## src/rtl/core/asfr_pkg.sv

```systemverilog
// shared types, constants and codes for the adc serial frame reader
package asfr_pkg;

    // converter geometry
    localparam int CHANNELS    = 8;
    localparam int SAMPLE_BITS = 16;
    localparam int CHAN_W      = 3;
    localparam int BIT_IDX_W   = $clog2(SAMPLE_BITS);
    localparam int MV_W        = 15;
    localparam int STATUS_W    = 3;

    // configuration register widths
    localparam int CONVST_W    = 10;
    localparam int TIMEOUT_W   = 16;
    localparam int HALF_W      = 8;
    localparam int RANGE_W     = 14;
    localparam int CFG_IDX_W   = 2;
    localparam int CFG_DATA_W  = 16;

    // configuration reset values
    localparam logic [CONVST_W-1:0]  CONVST_RST  = 10'd10;
    localparam logic [TIMEOUT_W-1:0] TIMEOUT_RST = 16'd2000;
    localparam logic [HALF_W-1:0]    HALF_RST    = 8'd2;
    localparam logic [RANGE_W-1:0]   RANGE_RST   = 14'd5000;

    // millivolt scaling: (mag * range + half lsb) >> 15
    localparam int MV_SHIFT = 15;
    localparam int PROD_W   = SAMPLE_BITS + RANGE_W;
    localparam logic [PROD_W-1:0] MV_ROUND = PROD_W'(1 << (MV_SHIFT - 1));

    // stream widths
    localparam int S_DATA_W = 8;
    localparam int M_DATA_W = 40;

    // register indexes
    typedef enum logic [CFG_IDX_W-1:0] {
        CFG_CONVST_LOW  = 2'd0,
        CFG_BUSY_TIMEOUT = 2'd1,
        CFG_SCLK_HALF   = 2'd2,
        CFG_RANGE_MV    = 2'd3
    } cfg_idx_t;

    // operation codes
    localparam logic [1:0] OP_TICK  = 2'd0;
    localparam logic [1:0] OP_START = 2'd1;
    localparam logic [1:0] OP_READ  = 2'd2;

    // status codes
    localparam logic [STATUS_W-1:0] ST_NONE      = 3'd0;
    localparam logic [STATUS_W-1:0] ST_DONE      = 3'd1;
    localparam logic [STATUS_W-1:0] ST_BUSY_TO   = 3'd2;
    localparam logic [STATUS_W-1:0] ST_FIRST_TO  = 3'd3;
    localparam logic [STATUS_W-1:0] ST_NOT_READY = 3'd4;

    // timing configuration seen by the controller
    typedef struct packed {
        logic [CONVST_W-1:0]  convst_low_ticks;
        logic [TIMEOUT_W-1:0] busy_timeout_ticks;
        logic [HALF_W-1:0]    sclk_half_ticks;
    } ctrl_cfg_t;

    // controller result before millivolt scaling
    typedef struct packed {
        logic                    convst_n;
        logic                    cs_n;
        logic                    sclk;
        logic                    ready_res;
        logic                    sample_valid;
        logic [CHAN_W-1:0]       channel;
        logic [SAMPLE_BITS-1:0]  sample;
        logic                    neg;
        logic [SAMPLE_BITS-1:0]  mag;
        logic                    last_of_frame;
        logic [STATUS_W-1:0]     status;
    } ctrl_res_t;

endpackage

```

## src/rtl/core/asfr_ctrl.sv

```systemverilog
// tick controller: conversion, busy waits, frame shifter, first result register
module asfr_ctrl
(
    input  logic                      clk,
    input  logic                      rst_n,
    input  asfr_pkg::ctrl_cfg_t       cfg,
    input  logic                      in_valid,
    output logic                      in_ready,
    input  logic [1:0]                operation,
    input  logic                      busy_req,
    input  logic                      first_data,
    input  logic                      serial_in,
    output logic                      out_valid,
    input  logic                      out_ready,
    output asfr_pkg::ctrl_res_t       out_res
);

    typedef enum logic [3:0] {
        PH_IDLE    = 4'd0,
        PH_CONVST  = 4'd1,
        PH_BUSY_HI = 4'd2,
        PH_BUSY_LO = 4'd3,
        PH_FIRST   = 4'd4,
        PH_SHIFT   = 4'd5
    } phase_t;

    phase_t                              phase_reg, phase_next;
    logic [asfr_pkg::TIMEOUT_W-1:0]      wait_reg, wait_next;
    logic [asfr_pkg::CONVST_W-1:0]       pulse_reg, pulse_next;
    logic [asfr_pkg::CHAN_W-1:0]         word_reg, word_next;
    logic [asfr_pkg::BIT_IDX_W-1:0]      bit_reg, bit_next;
    logic [asfr_pkg::SAMPLE_BITS-1:0]    shift_reg, shift_next;
    logic [asfr_pkg::HALF_W-1:0]         div_reg, div_next;
    logic                                lvl_reg, lvl_next;
    logic                                valid_reg;
    asfr_pkg::ctrl_res_t                 res_reg, res_next;

    logic                                accept;
    logic [asfr_pkg::TIMEOUT_W:0]        wait_inc;
    logic                                miss_hit;
    logic [asfr_pkg::HALF_W-1:0]         div_inc;
    logic                                vld;
    logic [asfr_pkg::CHAN_W-1:0]         chan;
    logic [asfr_pkg::SAMPLE_BITS-1:0]    samp;
    logic                                last;
    logic [asfr_pkg::STATUS_W-1:0]       status;

    // handshake: the result register frees when downstream takes it
    assign in_ready  = !valid_reg || out_ready;
    assign accept    = in_valid && in_ready;
    assign out_valid = valid_reg;
    assign out_res   = res_reg;

    // shared wait-counter step for the busy and first-data waits (the convst pulse has its own counter)
    assign wait_inc = {1'b0, wait_reg} + 1'b1;
    assign miss_hit = wait_inc >= {1'b0, cfg.busy_timeout_ticks};
    assign div_inc  = div_reg + 1'b1;

    // next state for one tick
    always_comb
    begin
        phase_next = phase_reg;
        wait_next  = wait_reg;
        pulse_next = pulse_reg;
        word_next  = word_reg;
        bit_next   = bit_reg;
        shift_next = shift_reg;
        div_next   = div_reg;
        lvl_next   = lvl_reg;
        vld        = 1'b0;
        chan       = '0;
        samp       = '0;
        last       = 1'b0;
        status     = asfr_pkg::ST_NONE;

        case (phase_reg)
            PH_IDLE:
            begin
                if (operation == asfr_pkg::OP_START)
                begin
                    phase_next = PH_CONVST;
                    pulse_next = asfr_pkg::CONVST_W'(1);
                end
                else if (operation == asfr_pkg::OP_READ)
                begin
                    if (busy_req)
                    begin
                        status = asfr_pkg::ST_NOT_READY;
                    end
                    else
                    begin
                        phase_next = PH_FIRST;
                        wait_next  = '0;
                    end
                end
            end
            PH_CONVST:
            begin
                if (pulse_reg >= cfg.convst_low_ticks)
                begin
                    pulse_next = '0;
                    phase_next = PH_BUSY_HI;
                    wait_next  = '0;
                end
                else
                begin
                    pulse_next = pulse_reg + 1'b1;
                end
            end
            PH_BUSY_HI:
            begin
                if (busy_req)
                begin
                    phase_next = PH_BUSY_LO;
                    wait_next  = '0;
                end
                else if (miss_hit)
                begin
                    wait_next  = '0;
                    phase_next = PH_IDLE;
                    status     = asfr_pkg::ST_BUSY_TO;
                end
                else
                begin
                    wait_next = wait_inc[asfr_pkg::TIMEOUT_W-1:0];
                end
            end
            PH_BUSY_LO:
            begin
                if (!busy_req)
                begin
                    phase_next = PH_FIRST;
                    wait_next  = '0;
                end
                else if (miss_hit)
                begin
                    wait_next  = '0;
                    phase_next = PH_IDLE;
                    status     = asfr_pkg::ST_BUSY_TO;
                end
                else
                begin
                    wait_next = wait_inc[asfr_pkg::TIMEOUT_W-1:0];
                end
            end
            PH_FIRST:
            begin
                if (first_data)
                begin
                    phase_next = PH_SHIFT;
                    wait_next  = '0;
                    word_next  = '0;
                    bit_next   = '0;
                    shift_next = '0;
                    div_next   = '0;
                    lvl_next   = 1'b1;
                end
                else if (miss_hit)
                begin
                    wait_next  = '0;
                    phase_next = PH_IDLE;
                    status     = asfr_pkg::ST_FIRST_TO;
                end
                else
                begin
                    wait_next = wait_inc[asfr_pkg::TIMEOUT_W-1:0];
                end
            end
            PH_SHIFT:
            begin
                // any count reaches a zero half period, so it acts as one; a count that wraps to zero also toggles
                if (div_inc >= cfg.sclk_half_ticks || div_inc == '0)
                begin
                    div_next = '0;
                    lvl_next = !lvl_reg;
                    // capture on the rising sclk edge
                    if (!lvl_reg)
                    begin
                        shift_next = {shift_reg[asfr_pkg::SAMPLE_BITS-2:0], serial_in};
                        bit_next   = bit_reg + 1'b1;
                        if (bit_reg == asfr_pkg::BIT_IDX_W'(asfr_pkg::SAMPLE_BITS - 1))
                        begin
                            bit_next = '0;
                            vld      = 1'b1;
                            chan     = word_reg;
                            samp     = shift_next;
                            if (word_reg == asfr_pkg::CHAN_W'(asfr_pkg::CHANNELS - 1))
                            begin
                                last       = 1'b1;
                                status     = asfr_pkg::ST_DONE;
                                phase_next = PH_IDLE;
                                word_next  = '0;
                            end
                            else
                            begin
                                word_next = word_reg + 1'b1;
                            end
                        end
                    end
                end
                else
                begin
                    div_next = div_inc;
                end
            end
            default:
            begin
                phase_next = PH_IDLE;
            end
        endcase

        // sclk parks high outside a frame
        if (phase_next != PH_SHIFT)
        begin
            lvl_next = 1'b1;
            div_next = '0;
        end
    end

    // pin levels and word fields for the result register
    always_comb
    begin
        res_next.convst_n      = (phase_next != PH_CONVST);
        res_next.cs_n          = !(phase_next == PH_FIRST || phase_next == PH_SHIFT);
        res_next.sclk          = lvl_next;
        res_next.ready_res     = (phase_next == PH_IDLE);
        res_next.sample_valid  = vld;
        res_next.channel       = chan;
        res_next.sample        = samp;
        res_next.neg           = samp[asfr_pkg::SAMPLE_BITS-1];
        res_next.mag           = samp[asfr_pkg::SAMPLE_BITS-1] ? (~samp + 1'b1) : samp;
        res_next.last_of_frame = last;
        res_next.status        = status;
    end

    // state and result register
    always_ff @(posedge clk or negedge rst_n)
    begin
        if (!rst_n)
        begin
            phase_reg <= PH_IDLE;
            wait_reg  <= '0;
            pulse_reg <= '0;
            word_reg  <= '0;
            bit_reg   <= '0;
            shift_reg <= '0;
            div_reg   <= '0;
            lvl_reg   <= 1'b1;
            valid_reg <= 1'b0;
        end
        else
        begin
            if (accept)
            begin
                phase_reg <= phase_next;
                wait_reg  <= wait_next;
                pulse_reg <= pulse_next;
                word_reg  <= word_next;
                bit_reg   <= bit_next;
                shift_reg <= shift_next;
                div_reg   <= div_next;
                lvl_reg   <= lvl_next;
                valid_reg <= 1'b1;
            end
            else if (out_ready)
            begin
                valid_reg <= 1'b0;
            end
        end
    end

    // payload needs no reset
    always_ff @(posedge clk)
    begin
        if (accept)
        begin
            res_reg <= res_next;
        end
    end

endmodule

```

## src/rtl/core/asfr_scale.sv

```systemverilog
// millivolt scaling stage and output register
module asfr_scale
(
    input  logic                                clk,
    input  logic                                rst_n,
    input  logic [asfr_pkg::RANGE_W-1:0]        range_mv,
    input  logic                                in_valid,
    output logic                                in_ready,
    input  asfr_pkg::ctrl_res_t                 in_res,
    output logic                                m_tvalid,
    input  logic                                m_tready,
    output logic [asfr_pkg::M_DATA_W-1:0]       m_tdata,
    output logic                                m_tlast,
    output logic [asfr_pkg::STATUS_W-1:0]       m_tuser
);

    logic                                valid_reg;
    logic [asfr_pkg::M_DATA_W-1:0]       data_reg, data_next;
    logic                                last_reg;
    logic [asfr_pkg::STATUS_W-1:0]       user_reg;
    logic [asfr_pkg::PROD_W-1:0]         prod;
    logic [asfr_pkg::MV_W-1:0]           mv_mag;
    logic [asfr_pkg::MV_W-1:0]           mv;
    logic                                load;

    assign in_ready = !valid_reg || m_tready;
    assign load     = in_valid && in_ready;

    // round(|code| * range / 32768), then restore the sign
    assign prod   = asfr_pkg::PROD_W'(in_res.mag) * asfr_pkg::PROD_W'(range_mv)
                    + asfr_pkg::MV_ROUND;
    assign mv_mag = prod[asfr_pkg::MV_SHIFT +: asfr_pkg::MV_W];
    assign mv     = in_res.neg ? (~mv_mag + 1'b1) : mv_mag;

    // pack result fields, lowest first
    assign data_next = {1'b0, mv, in_res.sample, in_res.channel, in_res.sample_valid,
                        in_res.ready_res, in_res.sclk, in_res.cs_n, in_res.convst_n};

    // output valid
    always_ff @(posedge clk or negedge rst_n)
    begin
        if (!rst_n)
        begin
            valid_reg <= 1'b0;
        end
        else if (in_ready)
        begin
            valid_reg <= in_valid;
        end
    end

    // output payload
    always_ff @(posedge clk)
    begin
        if (load)
        begin
            data_reg <= data_next;
            last_reg <= in_res.last_of_frame;
            user_reg <= in_res.status;
        end
    end

    assign m_tvalid = valid_reg;
    assign m_tdata  = data_reg;
    assign m_tlast  = last_reg;
    assign m_tuser  = user_reg;

endmodule

```

## src/rtl/core/adc_serial_frame_reader.sv

```systemverilog
// top level: serial frame reader for an 8-channel simultaneous-sampling adc
// path: an accepted tick request is registered in the controller result register, then in the scaling output register
// throughput: one tick request per cycle while the result side does not stall; every request yields exactly one result
// the whole tick update is computed and registered in the controller, scaling follows in the scaling stage
// reset: asynchronous, active low; controller idle, sclk high, registers at defaults
// configuration writes are taken every cycle (cfg_ready stays high)
module adc_serial_frame_reader
(
    input  logic                                 clk,
    input  logic                                 rst_n,
    // configuration write channel
    input  logic                                 cfg_valid,
    output logic                                 cfg_ready,
    input  logic [asfr_pkg::CFG_IDX_W-1:0]       cfg_index,
    input  logic [asfr_pkg::CFG_DATA_W-1:0]      cfg_data,
    // tick requests
    input  logic                                 s_tvalid,
    output logic                                 s_tready,
    // operation[1:0], busy_req[2], first_data[3], serial_in[4], zero[7:5]
    input  logic [asfr_pkg::S_DATA_W-1:0]        s_tdata,
    // results
    output logic                                 m_tvalid,
    input  logic                                 m_tready,
    // convst_n[0], cs_n[1], sclk[2], ready_res[3], sample_valid[4], channel[7:5],
    // sample[23:8], millivolts[38:24], zero[39]
    output logic [asfr_pkg::M_DATA_W-1:0]        m_tdata,
    // last_of_frame
    output logic                                 m_tlast,
    // status[2:0]
    output logic [asfr_pkg::STATUS_W-1:0]        m_tuser
);

    logic [asfr_pkg::CONVST_W-1:0]   convst_low_reg;
    logic [asfr_pkg::TIMEOUT_W-1:0]  timeout_reg;
    logic [asfr_pkg::HALF_W-1:0]     half_reg;
    logic [asfr_pkg::RANGE_W-1:0]    range_reg;
    asfr_pkg::ctrl_cfg_t             ctrl_cfg;
    asfr_pkg::ctrl_res_t             ctrl_res;
    logic                            ctrl_valid;
    logic                            scale_ready;
    asfr_pkg::cfg_idx_t              cfg_sel;

    assign cfg_ready = 1'b1;
    assign cfg_sel   = asfr_pkg::cfg_idx_t'(cfg_index);

    // configuration registers
    always_ff @(posedge clk or negedge rst_n)
    begin
        if (!rst_n)
        begin
            convst_low_reg <= asfr_pkg::CONVST_RST;
            timeout_reg    <= asfr_pkg::TIMEOUT_RST;
            half_reg       <= asfr_pkg::HALF_RST;
            range_reg      <= asfr_pkg::RANGE_RST;
        end
        else if (cfg_valid && cfg_ready)
        begin
            case (cfg_sel)
                asfr_pkg::CFG_CONVST_LOW:   convst_low_reg <= cfg_data[asfr_pkg::CONVST_W-1:0];
                asfr_pkg::CFG_BUSY_TIMEOUT: timeout_reg    <= cfg_data[asfr_pkg::TIMEOUT_W-1:0];
                asfr_pkg::CFG_SCLK_HALF:    half_reg       <= cfg_data[asfr_pkg::HALF_W-1:0];
                asfr_pkg::CFG_RANGE_MV:     range_reg      <= cfg_data[asfr_pkg::RANGE_W-1:0];
                default:                    range_reg      <= range_reg;
            endcase
        end
    end

    assign ctrl_cfg.convst_low_ticks   = convst_low_reg;
    assign ctrl_cfg.busy_timeout_ticks = timeout_reg;
    assign ctrl_cfg.sclk_half_ticks    = half_reg;

    // tick controller
    asfr_ctrl u_ctrl
    (
        .clk        (clk),
        .rst_n      (rst_n),
        .cfg        (ctrl_cfg),
        .in_valid   (s_tvalid),
        .in_ready   (s_tready),
        .operation  (s_tdata[1:0]),
        .busy_req   (s_tdata[2]),
        .first_data (s_tdata[3]),
        .serial_in  (s_tdata[4]),
        .out_valid  (ctrl_valid),
        .out_ready  (scale_ready),
        .out_res    (ctrl_res)
    );

    // millivolt scaling and output register
    asfr_scale u_scale
    (
        .clk      (clk),
        .rst_n    (rst_n),
        .range_mv (range_reg),
        .in_valid (ctrl_valid),
        .in_ready (scale_ready),
        .in_res   (ctrl_res),
        .m_tvalid (m_tvalid),
        .m_tready (m_tready),
        .m_tdata  (m_tdata),
        .m_tlast  (m_tlast),
        .m_tuser  (m_tuser)
    );

endmodule

```

## config.mk

```make
export PLATFORM = sky130hd
export DESIGN_NAME = adc_serial_frame_reader
export DESIGN_NICKNAME = d
export VERILOG_FILES = /design/src/rtl/core/asfr_pkg.sv /design/src/rtl/core/asfr_ctrl.sv /design/src/rtl/core/asfr_scale.sv /design/src/rtl/core/adc_serial_frame_reader.sv
export SDC_FILE = /design/constraint.sdc
export NUM_CORES = 1
export LEC_CHECK = 0
export BUFFER_PORTS_ARGS = -buffer_cell sky130_fd_sc_hd__buf_4
export CORE_MARGIN = 3
export CORE_UTILIZATION = 40
export CTS_CLUSTER_SIZE = 24
export DETAILED_ROUTE_END_ITERATION = 10
export GPL_TIMING_DRIVEN = 0
export HOLD_SLACK_MARGIN = 0.03
export PLACE_DENSITY = 0.61
export RECOVER_POWER = 25
export SETUP_SLACK_MARGIN = 0.3
export SLEW_MARGIN = 20
export SYNTH_ARGS = -nofsm -noshare
export SYNTH_HDL_FRONTEND = slang
export SYNTH_SLANG_ARGS = --single-unit
```

## constraint.sdc

```tcl
create_clock -name clk -period 11.6 [get_ports clk]
set_input_delay 0 -clock clk [delete_from_list [all_inputs] [get_ports clk]]
set_output_delay 0 -clock clk [all_outputs]
set_load 0.005 [all_outputs]
```

==> results of run 1 <==
-- cell families after synthesis --
group                      Yosys count
muxes                               41
adders and majority gates          311
AOI/OAI and AO/OA                  218
buffers and inverters              321
xor gates and xnor gates            69
DFF                                197
other                                2
and+or+nand+nor                    512
-- routing by layer --
layer / vias up / part of all wire, %
li1: 5735 / -
met1: 5916 / 46
met2: 238 / 47
met3: 51 / 5.1
met4: 0 / 2.1
met5: - / 0
-- layout make-up --
| type | instances | area [um^2] |
|---|---|---|
| clock inverters | 12 | 131.4 |
| well taps | 532 | 665.6 |
| plain buffers | 65 | 296.5 |
| inverters | 256 | 960.9 |
| repair buffers | 108 | 883.3 |
| flip-flops and latches | 197 | 5379 |
| fillers | 3836 | 22220 |
| clock buffers | 20 | 479.2 |
| multi-input cells | 1153 | 10370 |
-- worst max-delay path by stage --
stage / start / endpoint / slack, ns
floorplan: range_reg[7]$_DFFE_PN1P_ / u_scale.m_tdata[37]$_DFFE_PP_ / 4.66
global placement: range_reg[7]$_DFFE_PN1P_ / u_scale.m_tdata[34]$_DFFE_PP_ / 3.70
detailed placement: range_reg[7]$_DFFE_PN1P_ / u_scale.m_tdata[35]$_DFFE_PP_ / 3.70
CTS: range_reg[7]$_DFFE_PN1P_ / u_scale.m_tdata[35]$_DFFE_PP_ / 3.68
global route: range_reg[7]$_DFFE_PN1P_ / u_scale.m_tdata[38]$_DFFE_PP_ / 3.25
finish: range_reg[7]$_DFFE_PN1P_ / u_scale.m_tdata[35]$_DFFE_PP_ / 3.71
-- layout by cell type, fill, tap and decap left out, types with 6 or more instances in the layout --
master         synthesis  routed
clkbuf_16              0      19
clkbuf_1              55      59
mux2_2                40      40
a31oi_1                7       7
xnor2_1               35      35
nand2b_1              10      10
o31ai_1                7       7
nand4_1               11      11
nand2_1              189     189
nor3_1                13      13
inv_1                256     256
o21a_1                 7       7
edfxtp_1              86      86
a21oi_1               26      26
or3_1                  7       7
xor2_1                33      33
o21ai_1                9       9
a22o_1                35      35
a21o_1                18      18
fa_1                 165     165
and2_1               137     136
nor2b_1               11      11
dfrtp_1               96      96
a211oi_1               6       6
nor2_1                53      53
ha_1                 145     145
dfstp_2               15      14
buf_4                  2      71
nand3_1               30      30
and3_1                16      16
dlygate4sd3_1          0      35
o21ai_0               60      60
-- through the flow --
step	area [um^2]	std cells
finish	19160	2343
global route	19160	2343
CTS	19220	2343
detailed placement	18230	2275
global placement	18190	2274
floorplan	16990	1671
-- worst min-delay path, stage by stage --
cell,delay [ns]
buf_4,0.12
nand3_1,0.23
mux2_2,0.21
==> results.json, run 1 <==
{
  "yosys_most_used_dff": "dfrtp_1",
  "synth.area.mux_share_pct": 2.710,
  "async_reset_ff_share_pct": 56.35,
  "status": "finished, violations left",
  "synth_adder_area_share_pct": 30.17,
  "cap_violations": 2,
  "min_path_type": "primary input to flop",
  "synth_compound_area_share_pct": 9.035,
  "place_ws_ns": 3.700,
  "end_kind": "flop",
  "avgRoutedWirePerCell_um": 17.07,
  "whs_path_depth": 3,
  "final_max_slew_viol_count": 112,
  "cts.repair.resized": 0,
  "n_antenna_cell": 0,
  "cts_root_buf": "clkbuf_16",
  "violations": "max-capacitance violations, max-slew violations",
  "cts_htree_levels": 4,
  "fmax_ghz": 0.1268,
  "cts_made_buffers": 17,
  "drtPass1Iterations": 6,
  "rsz0062_at_grt": "no",
  "critPathTopFamily": "adder cells",
  "finalSetupViolCount": 0,
  "crit_buf_inv": 5,
  "slowest_delay_ns": 0.58,
  "grt-ovfl-total": 0,
  "port_buffers": 71,
  "cts_tree": "done",
  "synth_common_cells": "inv_1 (256), nand2_1 (189), fa_1 (165)",
  "relSlewSlack_pct": -125.4,
  "final_layout_size_suffix_gt1_share_pct": 10.27,
  "num_vias": 11940,
  "r2r-end": "u_scale.m_tdata[35]$_DFFE_PP_",
  "grt.met3_usage_pct": 3.881,
  "path_max_fanout": 10,
  "post_cts_buffers": 0,
  "fin_skew_ns": 0.01162,
  "yosysWarnings": 0,
  "hold-worst-slack_ns": 0.1136,
  "startpoint_type": "flop",
  "yosysUniqueCellTypes": 82,
  "antenna_found_initial": 0,
  "crit_cells": 22,
  "drt_iter0_drc": 546,
  "min_period_over_period_pct": 67.99,
  "met1_usage_pct": 25.42,
  "clock_latency_ns": 0.48,
  "grt.total_usage_pct": 18.66,
  "reg2regPathDepth": 22,
  "required_ns": 11.83,
  "drc": 0,
  "synth_area_um2": 16990,
  "r2r_start": "range_reg[7]$_DFFE_PN1P_",
  "yosys.area.top_type": "fa_1",
  "critPathKind": "flop to flop",
  "grt_pass1_vias": 12484,
  "hold_start": "cfg_valid",
  "grtUsageMet2_pct": 30.02,
  "grt_max_degree": 65,
  "routed_wl_mm": 39.99,
  "syn_to_final_growth_pct": 12.78,
  "place_hpwl_mm": 30.56,
  "synthCells": 1671,
  "synth-edff-count": 86,
  "nets": 2139,
  "clock_sinks": 197,
  "path_cells": "clkbuf_1, clkbuf_1, nand2_1, fa_1, inv_1, fa_1, fa_1, fa_1, fa_1, inv_1, fa_1, inv_1, ha_1, nand2_1, a2111oi_2, a31oi_2, nand2_2, xnor2_1, or3b_1, or2_4, o41ai_2, xnor2_1",
  "synth_top_family_by_area": "adder cells",
  "grt_pass1_wl_mm": 65.52,
  "synth_top_area_share_pct": 19.44,
  "antenna_left": 0,
  "top_usage_layer": "met2",
  "final-hold-violation-count": 0,
  "synthSimpleGateAreaFrac_pct": 15.40,
  "setup_ws_ns": 3.713,
  "syn_avg_cell_area_um2": 10.17,
  "syn_nets": 2012,
  "core_um2": 41390,
  "dieArea_um2": 44990,
  "gp_congestion": 0.9166,
  "post-route-min-period_ns": 7.887,
  "final_core_util_pct": 46.31,
  "initial_core_util_pct": 41.06,
  "holdBufCountCts": 36,
  "hold_path_end": "range_reg[1]$_DFFE_PN0P_",
  "cpMostUsedCell": "fa_1",
  "synth.top_cells.by_area": "fa_1 (19%), edfxtp_1 (15%), dfrtp_1 (14%)",
  "largest_reg_flops": 43,
  "rrSetupSlack_ns": 3.71,
  "cts_buffer_depth": 2,
  "clk_pin_slew_ns": 0.08,
  "crit_arrival_ns": 8.11,
  "chipHeight_um": 212.1,
  "synth-seq-cells": 197,
  "rows": 74,
  "synth.most_common_cell": "inv_1",
  "slowest_stage": "fa_1",
  "setup_tns_ns": 0,
  "vias_per_cell": 5.096,
  "dieWidth_um": 212.1,
  "synth_seq_area_share_pct": 31.65,
  "tightestPinTransition_ns": 3.381,
  "synthXorXnorAreaFrac_pct": 3.601,
  "num_io_pins": 78
}
Power of run 1 is left out: the tool's default activity adds up to more than one toggle a clock period on the data nets, which glitch-free logic cannot reach.
==> run 2, diff against run 1 <==
--- a/config.mk
+++ b/config.mk
@@ -12,7 +12,7 @@
 export DETAILED_ROUTE_END_ITERATION = 10
 export GPL_TIMING_DRIVEN = 0
 export HOLD_SLACK_MARGIN = 0.03
-export PLACE_DENSITY = 0.61
+export PLACE_DENSITY = 0.63
 export RECOVER_POWER = 25
 export SETUP_SLACK_MARGIN = 0.3
 export SLEW_MARGIN = 20
==> constraint.sdc (replaced) <==
create_clock -name clk -period 7.25 [get_ports clk]
set_input_delay 0 -clock clk [delete_from_list [all_inputs] [get_ports clk]]
set_output_delay 0 -clock clk [all_outputs]
set_load 0.005 [all_outputs]
==> results.json, run 2 (synthesis gave the netlist of run 1 again) <==
{
  "avgRoutedWirePerCell_um": 17.42,
  "crit_buf_inv": 6,
  "min_path_type": "primary input to flop",
  "final_layout_size_suffix_gt1_share_pct": 18.31,
  "num_vias": 12429,
  "min_period_over_period_pct": 94.23,
  "setup_ws_ns": 0.4182,
  "reg2regPathDepth": 23,
  "cts_root_buf": "clkbuf_16",
  "slowest_stage": "fa_1",
  "cts_htree_levels": 4,
  "cts_tree": "done",
  "gp_congestion": 0.9185,
  "final_core_util_pct": 48.91,
  "final-hold-violation-count": 0,
  "critPathTopFamily": "adder cells",
  "initial_core_util_pct": 41.06,
  "rows": 74,
  "num_io_pins": 78,
  "n_antenna_cell": 0,
  "nets": 2201,
  "fin_skew_ns": 0.01371,
  "status": "finished, violations left",
  "crit_arrival_ns": 7.05,
  "finalSetupViolCount": 0,
  "whs_path_depth": 4,
  "port_buffers": 71,
  "mostFrequentLayoutCell": "inv_1",
  "violations": "max-capacitance violations, max-slew violations",
  "vias_per_cell": 5.168,
  "path_cells": "buf_6, and2_4, fa_1, inv_2, fa_1, inv_2, fa_1, fa_1, fa_1, inv_1, fa_1, inv_2, ha_4, nand2_4, a2111oi_4, buf_4, a221oi_4, o211ai_1, a311oi_4, nor4_4, nand2_2, o41ai_4, xnor2_1",
  "cpMostUsedCell": "fa_1",
  "core_um2": 41390,
  "grt.total_usage_pct": 19.12,
  "drtPass1Iterations": 5,
  "dieWidth_um": 212.1,
  "antenna_found_initial": 0,
  "largest_reg_flops": 43,
  "drc": 0,
  "place_hpwl_mm": 31.40,
  "grt_pass1_vias": 12903,
  "clock_sinks": 197,
  "syn_to_final_growth_pct": 19.12,
  "required_ns": 7.46,
  "grt_max_degree": 61,
  "tightestPinTransition_ns": 3.190,
  "chipHeight_um": 212.1,
  "cts_buffer_depth": 2,
  "dpl-instance-area_um2": 18250,
  "final_max_slew_viol_count": 114,
  "grt-ovfl-total": 0,
  "end_kind": "flop",
  "cts_made_buffers": 17,
  "slowest_delay_ns": 0.54,
  "path_max_fanout": 5,
  "critPathKind": "flop to flop",
  "relSlewSlack_pct": -112.7,
  "post-route-min-period_ns": 6.832,
  "grt_pass1_wl_mm": 67.48,
  "rsz0062_at_grt": "yes",
  "clock_latency_ns": 0.47,
  "final_cell_mix": "inv_1 (247), nand2_1 (185), fa_1 (165), ha_1 (135), buf_4 (133)",
  "cap_violations": 2,
  "routed_wl_mm": 41.91,
  "setup_tns_ns": 0,
  "fmax_ghz": 0.1464,
  "startpoint_type": "flop",
  "dieArea_um2": 44990,
  "crit_cells": 23,
  "antenna_left": 0,
  "place_ws_ns": -0.7970,
  "drt_iter0_drc": 706,
  "fin_area_um2": 20240,
  "clk_pin_slew_ns": 0.08
}
-- run 2: cell types whose count changed in the layout (fill, tap and decap cells not counted), sizes merged --
cell	delta
buf	+77
clkbuf	-15
clkinv	+3
dlygate4sd3	-3
bufinv	-1
inv	+1
-- run 2: area by class of cell --
| cell class | instances | area [um^2] |
|---|---|---|
| tap | 532 | 665.6 |
| clock buffer | 17 | 425.4 |
| sequential | 197 | 5388 |
| inverter | 256 | 960.9 |
| multi-input combinational | 1153 | 10720 |
| fill | 3729 | 21150 |
| clock inverter | 15 | 178.9 |
| timing repair buffer | 171 | 1400 |
| buffer | 64 | 506.7 |
-- run 2: final timing paths --
kind,startpoint,slack (ns),endpoint
worst max-delay path,u_ctrl.out_res[9]$_DFFE_PP_,0.42,u_scale.m_tdata[35]$_DFFE_PP_
worst min-delay path,cfg_valid,0.08,convst_low_reg[5]$_DFFE_PN0P_
worst max register to register,u_ctrl.out_res[9]$_DFFE_PP_,0.42,u_scale.m_tdata[35]$_DFFE_PP_
worst min register to register,u_ctrl.out_res[31]$_DFFE_PP_,0.42,u_scale.m_tdata[18]$_DFFE_PP_
max in group asynchronous,rst_n,1.97,range_reg[2]$_DFFE_PN0P_
min in group asynchronous,rst_n,0.97,u_ctrl.pulse_reg[7]$_DFFE_PN0P_
-- run 2: metrics by stage --
step | hold WS (ns) | cells
floorplan | -0.2956 | 1671
global placement | 0.2022 | 2274
detailed placement | -0.01230 | 2276
CTS | 0.03964 | 2367
global route | 0.1065 | 2405
finish | 0.08180 | 2405
-- run 2: worst reg2reg max path, cell delays in order, from the launching register on --
cell and delay (ns):
edfxtp_1 0.44, buf_6 0.17, and2_4 0.14, fa_1 0.54, inv_2 0.04, fa_1 0.51, inv_2 0.04, fa_1 0.54
fa_1 0.46, fa_1 0.52, inv_1 0.05, fa_1 0.51, inv_2 0.05, ha_4 0.30, nand2_4 0.05, a2111oi_4 0.44
buf_4 0.20, a221oi_4 0.09, o211ai_1 0.33, a311oi_4 0.19, nor4_4 0.31, nand2_2 0.15, o41ai_4 0.37, xnor2_1 0.11
-- run 2: per-layer routing --
| layer | GRT usage (%) | share of wire [%] | up-vias |
|---|---|---|---|
| li1 | - | - | 5871 |
| met1 | 24.92 | 44 | 6178 |
| met2 | 32.08 | 49 | 305 |
| met3 | 3.881 | 4.6 | 75 |
| met4 | 6.259 | 2.3 | 0 |
| met5 | 0 | 0 | - |
-- run 2: what timing repair did --
item	in CTS	in global routing
endpoints found under the setup margin	14	10
hold endpoints to repair	163	0
gates resized for setup	97	64
pin swaps	11	67
hold buffers	32	0
setup buffers	28	38
Power of run 2 is left out for the same reason.
